<file path="src/sv/tsp_pkg.sv">
// Types and constants for the transport stream payload extractor.
package tsp_pkg;

  localparam int unsigned POS_W         = 8;
  localparam int unsigned PID_W         = 13;
  localparam int unsigned BEGIN_W       = 9;
  localparam int unsigned TS_PKT_LEN    = 188;
  localparam int unsigned FIFO_DEPTH    = 4;

  localparam logic [7:0] TS_SYNC        = 8'h47;
  localparam logic [1:0] AC_NO_PAYLOAD  = 2'd2;
  localparam logic [1:0] AC_ADAPT_PAYLD = 2'd3;

  // Header byte positions
  localparam logic [POS_W-1:0] POS_SYNC   = 8'd0;
  localparam logic [POS_W-1:0] POS_PID_HI = 8'd1;
  localparam logic [POS_W-1:0] POS_PID_LO = 8'd2;
  localparam logic [POS_W-1:0] POS_FLAGS  = 8'd3;
  localparam logic [POS_W-1:0] POS_AF_LEN = 8'd4;
  localparam logic [POS_W-1:0] POS_LAST   = POS_W'(TS_PKT_LEN - 1);

  typedef struct packed {
    logic [7:0] stream_byte;
    logic       chunk_start;
  } in_item_t;

  typedef struct packed {
    logic [7:0] payload_byte;
    logic       packet_last;
  } out_item_t;

  // Queue status seen by the output stage
  typedef struct packed {
    logic      avail;
    out_item_t head;
  } q_stat_t;

endpackage

</file>
<file path="src/sv/tsp_front.sv">
// Front end: tracks packet position, parses the header, selects payload bytes.
module tsp_front import tsp_pkg::*; (
  input  logic             clk,
  input  logic             rst,
  input  logic             cfg_we,
  input  logic [PID_W-1:0] cfg_wdata,
  input  logic             accept,
  input  in_item_t         in_item,
  output logic             emit,
  output out_item_t        emit_item
);

  logic [PID_W-1:0]   wanted_pid;
  logic [POS_W-1:0]   byte_position;
  logic               header_ok;
  logic [4:0]         pid_high_bits;
  logic [1:0]         adaptation_mode;
  logic [BEGIN_W-1:0] payload_begin;

  logic [POS_W-1:0]   pos_cur;
  logic [POS_W-1:0]   byte_position_next;
  logic               header_ok_next;
  logic [4:0]         pid_high_bits_next;
  logic [1:0]         adaptation_mode_next;
  logic [BEGIN_W-1:0] payload_begin_next;
  logic [7:0]         b;

  assign b       = in_item.stream_byte;
  assign pos_cur = in_item.chunk_start ? POS_SYNC : byte_position;

  always_comb begin
    header_ok_next       = header_ok;
    pid_high_bits_next   = pid_high_bits;
    adaptation_mode_next = adaptation_mode;
    payload_begin_next   = payload_begin;
    case (pos_cur)
      POS_SYNC: begin
        header_ok_next = (b == TS_SYNC);
      end
      POS_PID_HI: begin
        if (b[7]) begin
          header_ok_next = 1'b0;
        end
        pid_high_bits_next = b[4:0];
      end
      POS_PID_LO: begin
        if ({pid_high_bits, b} != wanted_pid) begin
          header_ok_next = 1'b0;
        end
      end
      POS_FLAGS: begin
        adaptation_mode_next = b[5:4];
        if (b[5:4] == AC_NO_PAYLOAD) begin
          header_ok_next = 1'b0;
        end
        payload_begin_next = (b[5:4] == AC_ADAPT_PAYLD) ? BEGIN_W'(5) : BEGIN_W'(4);
      end
      POS_AF_LEN: begin
        if (adaptation_mode == AC_ADAPT_PAYLD) begin
          payload_begin_next = BEGIN_W'(5) + {1'b0, b};
          if (payload_begin_next >= BEGIN_W'(TS_PKT_LEN)) begin
            header_ok_next = 1'b0;
          end
        end
      end
      default: begin
      end
    endcase
  end

  assign byte_position_next = (pos_cur >= POS_LAST) ? POS_SYNC : pos_cur + 8'd1;

  assign emit = accept && header_ok_next && (pos_cur >= POS_AF_LEN)
             && ({1'b0, pos_cur} >= payload_begin_next);
  assign emit_item.payload_byte = b;
  assign emit_item.packet_last  = (pos_cur == POS_LAST);

  always_ff @(posedge clk) begin
    if (rst) begin
      wanted_pid      <= '0;
      byte_position   <= '0;
      header_ok       <= 1'b0;
      pid_high_bits   <= '0;
      adaptation_mode <= '0;
      payload_begin   <= BEGIN_W'(4);
    end else begin
      if (cfg_we) begin
        wanted_pid <= cfg_wdata;
      end
      if (accept) begin
        byte_position   <= byte_position_next;
        header_ok       <= header_ok_next;
        pid_high_bits   <= pid_high_bits_next;
        adaptation_mode <= adaptation_mode_next;
        payload_begin   <= payload_begin_next;
      end
    end
  end

endmodule

</file>
<file path="src/sv/tsp_fifo.sv">
// Short queue between the front end and the output stage.
module tsp_fifo import tsp_pkg::*; #(
  parameter int unsigned DEPTH = FIFO_DEPTH
) (
  input  logic      clk,
  input  logic      rst,
  input  logic      wr_en,
  input  out_item_t wr_item,
  input  logic      rd_en,
  output q_stat_t   stat,
  output logic      q_full
);

  localparam int unsigned AW = (DEPTH > 1) ? $clog2(DEPTH) : 1;
  localparam int unsigned CW = $clog2(DEPTH + 1);

  out_item_t       mem [DEPTH];
  logic [AW-1:0]   wr_ptr;
  logic [AW-1:0]   rd_ptr;
  logic [CW-1:0]   count;

  assign q_full     = (count == CW'(DEPTH));
  assign stat.avail = (count != '0);
  assign stat.head  = mem[rd_ptr];

  always_ff @(posedge clk) begin
    if (wr_en) begin
      mem[wr_ptr] <= wr_item;
    end
  end

  always_ff @(posedge clk) begin
    if (rst) begin
      wr_ptr <= '0;
      rd_ptr <= '0;
      count  <= '0;
    end else begin
      if (wr_en) begin
        wr_ptr <= (wr_ptr == AW'(DEPTH - 1)) ? '0 : wr_ptr + 1'b1;
      end
      if (rd_en) begin
        rd_ptr <= (rd_ptr == AW'(DEPTH - 1)) ? '0 : rd_ptr + 1'b1;
      end
      case ({wr_en, rd_en})
        2'b10:   count <= count + 1'b1;
        2'b01:   count <= count - 1'b1;
        default: count <= count;
      endcase
    end
  end

endmodule

</file>
<file path="src/sv/tsp_back.sv">
// Output stage: holds the beat on the result ports until it is popped.
module tsp_back import tsp_pkg::*; (
  input  logic      clk,
  input  logic      rst,
  input  q_stat_t   stat,
  output logic      q_rd,
  input  logic      pop,
  output logic      empty,
  output out_item_t out_item
);

  logic valid;

  assign empty = !valid;
  // Refill when the register is free or being drained this cycle.
  assign q_rd  = stat.avail && (!valid || pop);

  always_ff @(posedge clk) begin
    if (q_rd) begin
      out_item <= stat.head;
    end
  end

  always_ff @(posedge clk) begin
    if (rst) begin
      valid <= 1'b0;
    end else if (q_rd) begin
      valid <= 1'b1;
    end else if (pop) begin
      valid <= 1'b0;
    end
  end

endmodule

</file>
<file path="src/sv/ts_pid_payload_extractor.sv">
// Top level of the transport stream PID filter and payload extractor.
//
//   channel   direction  handshake        beat
//   input     in         push / full      in_item  {stream_byte, chunk_start}
//   result    out        pop / empty      out_item {payload_byte, packet_last}
//   config    in         cfg_we           cfg_wdata (wanted PID, 13 bits)
//
// One input beat is taken per cycle while the queue is not full; a payload
// byte passes through the queue and the output register before it shows on
// the result ports. The front end's position counter steps once per beat.
// Reset (rst, synchronous) clears position, header state and queues;
// the wanted PID returns to 0. full rises only when the queue between the
// front end and the output stage is full, so a stalled reader holds input.
module ts_pid_payload_extractor import tsp_pkg::*; #(
  parameter int unsigned QUEUE_DEPTH = FIFO_DEPTH
) (
  input  logic             clk,
  input  logic             rst,
  input  logic             push,
  output logic             full,
  input  in_item_t         in_item,
  output logic             empty,
  input  logic             pop,
  output out_item_t        out_item,
  input  logic             cfg_we,
  input  logic [PID_W-1:0] cfg_wdata
);

  logic      accept;
  logic      emit;
  out_item_t emit_item;
  logic      q_rd;
  q_stat_t   q_stat;

  // Take a beat whenever the queue has room for whatever it may produce.
  assign accept = push && !full;

  tsp_front u_front (
    .clk       (clk),
    .rst       (rst),
    .cfg_we    (cfg_we),
    .cfg_wdata (cfg_wdata),
    .accept    (accept),
    .in_item   (in_item),
    .emit      (emit),
    .emit_item (emit_item)
  );

  // Decouple parsing from the reader.
  tsp_fifo #(
    .DEPTH (QUEUE_DEPTH)
  ) u_fifo (
    .clk     (clk),
    .rst     (rst),
    .wr_en   (emit),
    .wr_item (emit_item),
    .rd_en   (q_rd),
    .stat    (q_stat),
    .q_full  (full)
  );

  tsp_back u_back (
    .clk      (clk),
    .rst      (rst),
    .stat     (q_stat),
    .q_rd     (q_rd),
    .pop      (pop),
    .empty    (empty),
    .out_item (out_item)
  );

endmodule

</file>
<file path="config.mk">
export PLATFORM = sky130hd
export DESIGN_NAME = ts_pid_payload_extractor
export DESIGN_NICKNAME = d
export VERILOG_FILES = /design/src/sv/tsp_pkg.sv /design/src/sv/tsp_front.sv /design/src/sv/tsp_fifo.sv /design/src/sv/tsp_back.sv /design/src/sv/ts_pid_payload_extractor.sv
export SDC_FILE = /design/constraint.sdc
export NUM_CORES = 1
export LEC_CHECK = 0
export BUFFER_PORTS_ARGS = -buffer_cell sky130_fd_sc_hd__buf_4
export CAP_MARGIN = 15
export CORE_UTILIZATION = 40
export CTS_CLUSTER_SIZE = 24
export DETAILED_ROUTE_END_ITERATION = 7
export SLEW_MARGIN = 20
export SYNTH_ARGS = -nofsm -noshare
export SYNTH_HDL_FRONTEND = slang
export SYNTH_SLANG_ARGS = --single-unit
</file>
<file path="constraint.sdc">
create_clock -name clk -period 9.2 [get_ports clk]
set_input_delay 0.92 -clock clk [delete_from_list [all_inputs] [get_ports clk]]
set_output_delay 0.92 -clock clk [all_outputs]
set_load 0.02 [all_outputs]
</file>
==> key figures, run 1 <==
Timing
  – Fin crit share: 59.4%
  – Total count of max-transition violations in the final report: 0
  – Finish-stage setup viols: 0
  – Setup repair after global routing missed its margin: no
  – Setup Total Neg Slack: 0 ns
  – WHS: 0.485 ns
  – Highest achievable clock rate: 183 MHz
  – Clock Skews: 0.0146 ns
  – Final min period: 5.46 ns
  – Number of hold-slack violations in the final timing report: 0
  – Actual slew at the worst max-slew pin: 0.903 ns
  – Worst slew margin relative to its limit: 38.9%

Power
  – Max IR drop VDD: 0.133 mV
  – Leak: 0.00183 µW
  – Cell-internal power: 727 µW
  – Clock power frac: 28.0%
  – Sequential share of power: 48.5%
  – Logic gate share of total power: 23.5%
  – Switching part of the total: 30.2%
  – Power density relative to cell area: 206 nW/µm²
  – Switching pwr: 314 µW

GRT
  – Initial antenna violation count: 0
  – Maximum number of pins on one net before global-route repair: 49
  – Via count of the first global-routing pass: 2,900
  – Global-route wire length before repair: 14.6 mm
  – Overall routing resource usage: 16.7%
  – Global route overflow: 0

Routing
  – DRC errors left: 0
  – Routed vias: 2,938
  – Antenna-violating nets left: 0
  – Starting DRC count in detailed routing: 161
  – Vias per std cell: 5.19
  – Routed wire length: 8.74 mm
  – Routed wire per std cell: 15.4 µm
  – Number of search-and-repair iterations in the first detailed-routing pass: 4

Hold path
  – Min-Delay Endpoint: u_front.payload_begin[2]
  – Path class of the lowest-slack min-delay path: reg -> reg
  – Min-Delay Startpoint: u_front.payload_begin[2]
  – WHS Path Cells: 1

Critical path
  – Number of cells on the worst reg-to-reg path: 22
  – Launch instance of the worst register-to-register path: u_front.byte_position[1]
  – End of the worst register-to-register path: u_fifo.count[2]
  – Highest net fanout along the worst path: 16
  – Worst setup EP type: flip-flop
  – Type of the setup path with the least slack: in -> reg
  – Required arrival time at the worst endpoint: 9.49 ns
  – Crit start category: input port
  – Arrival time reported for the critical path endpoint: 5.75 ns
  – Setup slack of the most critical reg-to-reg path: 4.15 ns

Cells and area
  – Synthesis-to-finish area growth: 13.3%
  – Most frequent cells in the layout: sky130_fd_sc_hd__nor2_1, sky130_fd_sc_hd__dfxtp_1, sky130_fd_sc_hd__edfxtp_1
  – Fraction of layout cells with a size suffix above 1: 20.0%
  – Area occupied by multi-input gates: 2050 µm²
  – Finished Cell Area: 5050 µm²
  – Most common cell after layout, fill and taps aside: sky130_fd_sc_hd__nor2_1
  – Fill cell count: 995
  – Area occupied by registers: 2270 µm²
  – Antenna diode instance count: 0
  – Number of nets in the finished design: 469
  – Core Util, Final: 46.6%

CTS
  – Clk_lat worst skew: 0.36 ns
  – Hold bufs inserted after CTS: 0
  – CTS HTree Levels: 3
  – TritonCTS buffer count: 9
  – Resized cells post-CTS: 0
  – TritonCTS clock tree: built
  – Total setup buffers inserted after CTS: 0
  – CTS sink count: 91
  – Clock Tree Buf Depth: 2
  – CTS clk-pin slew, worst paths: 0.09 ns
  – Clock root buffer master: sky130_fd_sc_hd__clkbuf_8

Yosys
  – Net Count, Synth: 440
  – Post-synthesis cell type count: 62
  – Share of flip-flops with an asynchronous set or reset: 0%
  – Sequential fraction of the synthesis area: 51.0%
  – Post-synthesis cell count: 392
  – Yosys warning count: 0
  – Cell types occupying the most area after synthesis: sky130_fd_sc_hd__edfxtp_1, sky130_fd_sc_hd__dfxtp_1, sky130_fd_sc_hd__ha_1
  – Area of the mapped netlist: 4460 µm²
  – Biggest area consumer among synthesized cells: sky130_fd_sc_hd__edfxtp_1
  – Area share of the largest cell type after synthesis: 30.3%
  – FF+latch count, synth: 91
  – Synth Area per Inst: 11.4 µm²
  – Main flop type after synthesis: sky130_fd_sc_hd__dfxtp_1
  – Number of synthesized flops with an enable pin: 45

Place
  – Placed cell areas: 4830 µm²
  – Port bufs: 37
  – Weighted congestion at the end of routability-driven global placement: 0.827
  – Post-DP HPWL: 6.14 mm

Job
  – # Max-Cap Violations: 0

Floorplanning
  – Die area: 11,600 µm²
  – Initial Util: 41.1%
  – Core Box Area: 10,800 µm²
  – Die width: 108 µm
  – Row cnt: 38
  – Height of the die: 108 µm
  – I/O pin count: 38

Status
  – Status: finished clean
==> power groups by stage <==
stage / Clock [µW] / Combinational [µW] / Sequential [µW]
floorplan: 0 / 153 / 526
detailed placement: 0 / 248 / 517
finish: 292 / 244 / 505
CTS: 303 / 248 / 508
global route: 321 / 270 / 512
global placement: 0 / 242 / 516
==> cell type report <==
cell class / instances / share of cell area (%)
sequential: 91 / 45.0
tap: 140 / 3.47
multi-input combinational: 269 / 40.6
inverter: 11 / 0.818
clock inverter: 6 / 1.54
timing repair buffer: 39 / 5.80
clock buffer: 10 / 2.73
==> metal layers <==
metal  global-route usage (%)  vias up  wire, µm
li1                         -     1486         -
met1                     21.3     1396      4190
met2                     27.7       47      4200
met3                     4.54        9       251
met4                     4.21        0        97
met5                        0        -         0
==> sequential cells by signal, summed over array words and instances, names as in the netlist, 2 cells and up <==
name / cells
u_fifo.mem: 36
u_front.wanted_pid: 13
u_back.out_item: 9
u_front.payload_begin: 9
u_front.byte_position: 8
u_front.pid_high_bits: 5
u_fifo.count: 3
u_fifo.rd_ptr: 2
u_fifo.wr_ptr: 2
u_front.adaptation_mode: 2
==> worst max-delay path: stages <==
cell and delay, ns:
sky130_fd_sc_hd__buf_4 0.18, sky130_fd_sc_hd__nand2b_1 0.25, sky130_fd_sc_hd__ha_1 0.21, sky130_fd_sc_hd__nor4bb_1 0.53
sky130_fd_sc_hd__nand4_1 0.45, sky130_fd_sc_hd__and2_1 0.37, sky130_fd_sc_hd__nand2_1 0.09, sky130_fd_sc_hd__o221ai_1 0.14
sky130_fd_sc_hd__ha_1 0.31, sky130_fd_sc_hd__nand2b_1 0.09, sky130_fd_sc_hd__a21o_1 0.11, sky130_fd_sc_hd__a211oi_1 0.06
sky130_fd_sc_hd__o21ai_0 0.13, sky130_fd_sc_hd__or4b_4 0.49, sky130_fd_sc_hd__a211oi_4 0.32, sky130_fd_sc_hd__inv_1 0.09
sky130_fd_sc_hd__ha_1 0.23, sky130_fd_sc_hd__inv_1 0.07, sky130_fd_sc_hd__fa_1 0.18, sky130_fd_sc_hd__xor2_1 0.07
sky130_fd_sc_hd__or3_1 0.30, sky130_fd_sc_hd__a21oi_1 0.14
==> through the flow <==
stage	total power [µW]	setup slack [ns]	instances
3_5_place_dp	764	3.33	550
6_report	1040	3.74	566
3_3_place_gp	758	3.58	550
2_1_floorplan	679	4.16	392
5_1_grt	1100	3.21	566
4_1_cts	1060	3.72	566
==> how the worst max path moves through the flow <==
stage / startpoint / endpoint / depth (start not counted)
after detailed placement: in_item[0] / u_fifo.count[2] / 22
final: in_item[0] / u_fifo.count[2] / 22
after CTS: in_item[0] / u_fifo.count[2] / 22
after floorplan: in_item[0] / u_fifo.count[2] / 22
after global routing: in_item[0] / u_fifo.count[2] / 22
after global placement: in_item[0] / u_fifo.count[2] / 22
==> cells in the mapped netlist, drive strengths merged, types with 4 or more instances <==
cell type	count
or3	4
nand2	17
o211ai	4
mux2i	25
a21oi	19
mux4	9
and2	7
ha	20
nor2	49
a22oi	6
clkbuf	13
nand2b	6
nand4	4
o21a	4
and3	7
o21ai	10
dfxtp	46
xnor2	14
buf	8
a211oi	8
xor2	5
nand3	6
nor3	4
nor2b	10
edfxtp	45
inv	11
==> cell families after synthesis <==
family	synth area share (%)
simple gates	15.7
xor+xnor	3.73
compound gates	10.1
fa+ha+maj	6.07
flops	51.0
buf+inv	2.95
mux	10.5
Note: power is estimated with default switching activity, not from simulation.
==> run 2, diff against run 1 <==
==> constraint.sdc (replaced) <==
create_clock -name clk -period 4.7 [get_ports clk]
set_input_delay 0.47 -clock clk [delete_from_list [all_inputs] [get_ports clk]]
set_output_delay 0.47 -clock clk [all_outputs]
set_load 0.02 [all_outputs]
==> key figures, run 2 (synthesis gave the netlist of run 1 again) <==
Routing
  – Antenna-violating nets left: 0 (unchanged)
  – DRC errors left: 0 (unchanged)
  – Routed wire per std cell: 15.7 µm (was 15.4 µm)
  – Number of search-and-repair iterations in the first detailed-routing pass: 4 (unchanged)
  – Routed vias: 3,040 (was 2,938)
  – Vias per std cell: 5.31 (was 5.19)
  – Routed wire length: 8.98 mm (was 8.74 mm)
  – Starting DRC count in detailed routing: 132 (was 161)

Timing
  – Setup Total Neg Slack: 0 ns (unchanged)
  – Highest achievable clock rate: 232 MHz
  – Total count of max-transition violations in the final report: 0 (unchanged)
  – Finish-stage setup viols: 0 (unchanged)
  – Clock Skews: 0.0110 ns (was 0.0146 ns)
  – Final min period: 4.31 ns
  – Number of hold-slack violations in the final timing report: 0 (unchanged)
  – Worst slew margin relative to its limit: 37.0% (was 38.9%)
  – Actual slew at the worst max-slew pin: 0.932 ns (was 0.903 ns)
  – Fin crit share: 91.7%
  – Setup repair after global routing missed its margin: no (unchanged)

Critical path
  – Worst setup EP type: flip-flop (unchanged)
  – Arrival time reported for the critical path endpoint: 4.61 ns (was 5.75 ns)
  – Crit start category: flip-flop (was input port)
  – Total buffers and inverters traversed by the critical path: 3 (unchanged)
  – Required arrival time at the worst endpoint: 5.00 ns (was 9.49 ns)
  – Ordered list of cells on the worst path: nor2b_1 -> inv_1 -> ha_1 -> nor4bb_4 -> nand4_1 -> and2_2 -> nand2_1 -> o221ai_1 -> ha_1 -> nand2b_1 -> a21o_1 -> a211oi_1 -> o21ai_0 -> or4b_4 -> a211oi_4 -> inv_1 -> ha_1 -> inv_1 -> fa_1 -> xor2_1 -> or3_1 -> a21oi_1 (was buf_4 -> nand2b_1 -> ha_1 -> nor4bb_1 -> nand4_1 -> and2_1 -> nand2_1 -> o221ai_1 -> ha_1 -> nand2b_1 -> a21o_1 -> a211oi_1 -> o21ai_0 -> or4b_4 -> a211oi_4 -> inv_1 -> ha_1 -> inv_1 -> fa_1 -> xor2_1 -> or3_1 -> a21oi_1)
  – Delay of the slowest cell on the worst path: 0.38 ns (was 0.53 ns)
  – Highest net fanout along the worst path: 4 (was 16)
  – Type of the setup path with the least slack: reg -> reg (was in -> reg)
  – Slowest cell on the critical path: sky130_fd_sc_hd__fa_1 (was sky130_fd_sc_hd__nor4bb_1)
  – Top delay family on crit path: simple AND/OR/NAND/NOR gates (unchanged)

Cells and area
  – Biggest regs: u_fifo.mem x36, u_front.wanted_pid x13 (unchanged)
  – Synthesis-to-finish area growth: 15.0% (was 13.3%)
  – Most frequent cells in the layout: sky130_fd_sc_hd__nor2_1, sky130_fd_sc_hd__buf_4, sky130_fd_sc_hd__dfxtp_1 (was sky130_fd_sc_hd__nor2_1, sky130_fd_sc_hd__dfxtp_1, sky130_fd_sc_hd__edfxtp_1)
  – Fraction of layout cells with a size suffix above 1: 21.5% (was 20.0%)
  – Most common cell after layout, fill and taps aside: sky130_fd_sc_hd__nor2_1 (unchanged)
  – Number of nets in the finished design: 476 (was 469)
  – Number of flip-flops under the largest register name: 36 (unchanged)
  – Core Util, Final: 47.3% (was 46.6%)
  – Antenna diode instance count: 0 (unchanged)
  – Register with the most flip-flops: u_fifo.mem (unchanged)
  – Number of cells in the finished layout apart from fillers: 573 (was 566)

CTS
  – CTS sink count: 91 (unchanged)
  – TritonCTS clock tree: built (unchanged)
  – Clock root buffer master: sky130_fd_sc_hd__clkbuf_8 (unchanged)
  – CTS HTree Levels: 3 (unchanged)
  – Hold bufs inserted after CTS: 0 (unchanged)
  – CTS clk-pin slew, worst paths: 0.09 ns (about the same)
  – Clock Tree Buf Depth: 2 (unchanged)
  – Clk_lat worst skew: 0.37 ns (was 0.36 ns)
  – TritonCTS buffer count: 9 (unchanged)

Power
  – Clock power frac: 28.9% (was 28.0%)
  – Max IR drop VDD: 0.224 mV (was 0.133 mV)
  – Switching pwr: 615 µW (was 314 µW)
  – Logic gate share of total power: 23.4% (was 23.5%)
  – Leak: 0.00187 µW (was 0.00183 µW)
  – Cell-internal power: 1460 µW (was 727 µW)
  – Final Power: 2070 µW (was 1040 µW)
  – Power density relative to cell area: 405 nW/µm² (was 206 nW/µm²)
  – Sequential share of power: 47.7% (was 48.5%)
  – Switching part of the total: 29.6% (was 30.2%)

Hold path
  – Path class of the lowest-slack min-delay path: in -> reg (was reg -> reg)

Floorplanning
  – Initial Util: 41.1% (unchanged)
  – Row cnt: 38 (unchanged)
  – Die area: 11,600 µm² (unchanged)
  – Height of the die: 108 µm (unchanged)
  – Core Box Area: 10,800 µm² (unchanged)
  – I/O pin count: 38 (unchanged)
  – Die width: 108 µm (unchanged)

GRT
  – Via count of the first global-routing pass: 2,985 (was 2,900)
  – Global-route wire length before repair: 15.0 mm (was 14.6 mm)
  – Routing usage on met3: 5.21% (was 4.54%)
  – Initial antenna violation count: 0 (unchanged)
  – Met1 track demand over resource in global routing: 21.9% (was 21.3%)
  – Overall routing resource usage: 17.1% (was 16.7%)
  – Met2 Use GR: 27.8% (was 27.7%)
  – Maximum number of pins on one net before global-route repair: 49 (unchanged)
  – Global route overflow: 0 (unchanged)
  – GRT busiest layer: met2 (unchanged)

Place
  – Port bufs: 37 (unchanged)
  – Number of cells after detailed placement: 557 (was 550)
  – Post-DP HPWL: 6.27 mm (was 6.14 mm)
  – Weighted congestion at the end of routability-driven global placement: 0.863 (was 0.827)

Status
  – Status: finished clean (unchanged)

Job
  – # Max-Cap Violations: 0 (unchanged)
run 2: path summary, 6_finish.rpt:
kind	start	end	slack (ns)	depth (start not counted)
max	u_front.byte_position[1]	u_fifo.count[2]	0.39	22
max reg2reg	u_front.byte_position[1]	u_fifo.count[2]	0.39	22
min	cfg_wdata[2]	u_front.wanted_pid[2]	0.33	3
min reg2reg	u_back.valid	u_back.valid	0.48	2
run 2: per-stage QoR:
stage	area (µm²)	worst slack [ns]	hold slack, ns
floorplan	4460	0.111	0.437
global placement	4890	0.274	0.454
detailed placement	4890	0.0702	0.456
CTS	5110	0.283	0.320
global route	5120	0.00819	0.316
finish	5120	0.392	0.334
run 2: area by class of cell:
cell class / instances / area, µm²
fill: 1006 / 5720
tap: 140 / 175
sequential: 91 / 2270
clock inverter: 6 / 93.8
timing repair buffer: 46 / 345
multi-input combinational: 269 / 2070
inverter: 11 / 41.3
clock buffer: 10 / 128
run 2: power groups by stage:
| stage | sequential [µW] | combinational, µW | clock, µW |
|---|---|---|---|
| CTS | 992 | 491 | 618 |
| detailed placement | 1010 | 490 | 0 |
| finish | 990 | 485 | 600 |
| global placement | 1010 | 480 | 0 |
| floorplan | 1030 | 299 | 0 |
| global route | 1010 | 536 | 652 |
run 2: per-layer routing:
metal / up-vias / share of wire (%) / wire, µm
met5: - / 0 / 0
met4: 0 / 1.1 / 99
met3: 11 / 4.3 / 387
met2: 63 / 47 / 4240
met1: 1468 / 47 / 4250
li1: 1498 / - / -
run 2: worst min-delay path: cells and delay by family:
family / cells / cell delay [ns]
muxes: 1 / 0.05
buffers and inverters: 1 / 0.07
and+or+nand+nor: 1 / 0.07
run 2: timing repair:
item | CTS | global route
resized for setup | 0 | 3
buffers inserted | 0 | 0
endpoints found under the setup margin | 0 | 1
endpoints found under the hold margin | 0 | 0
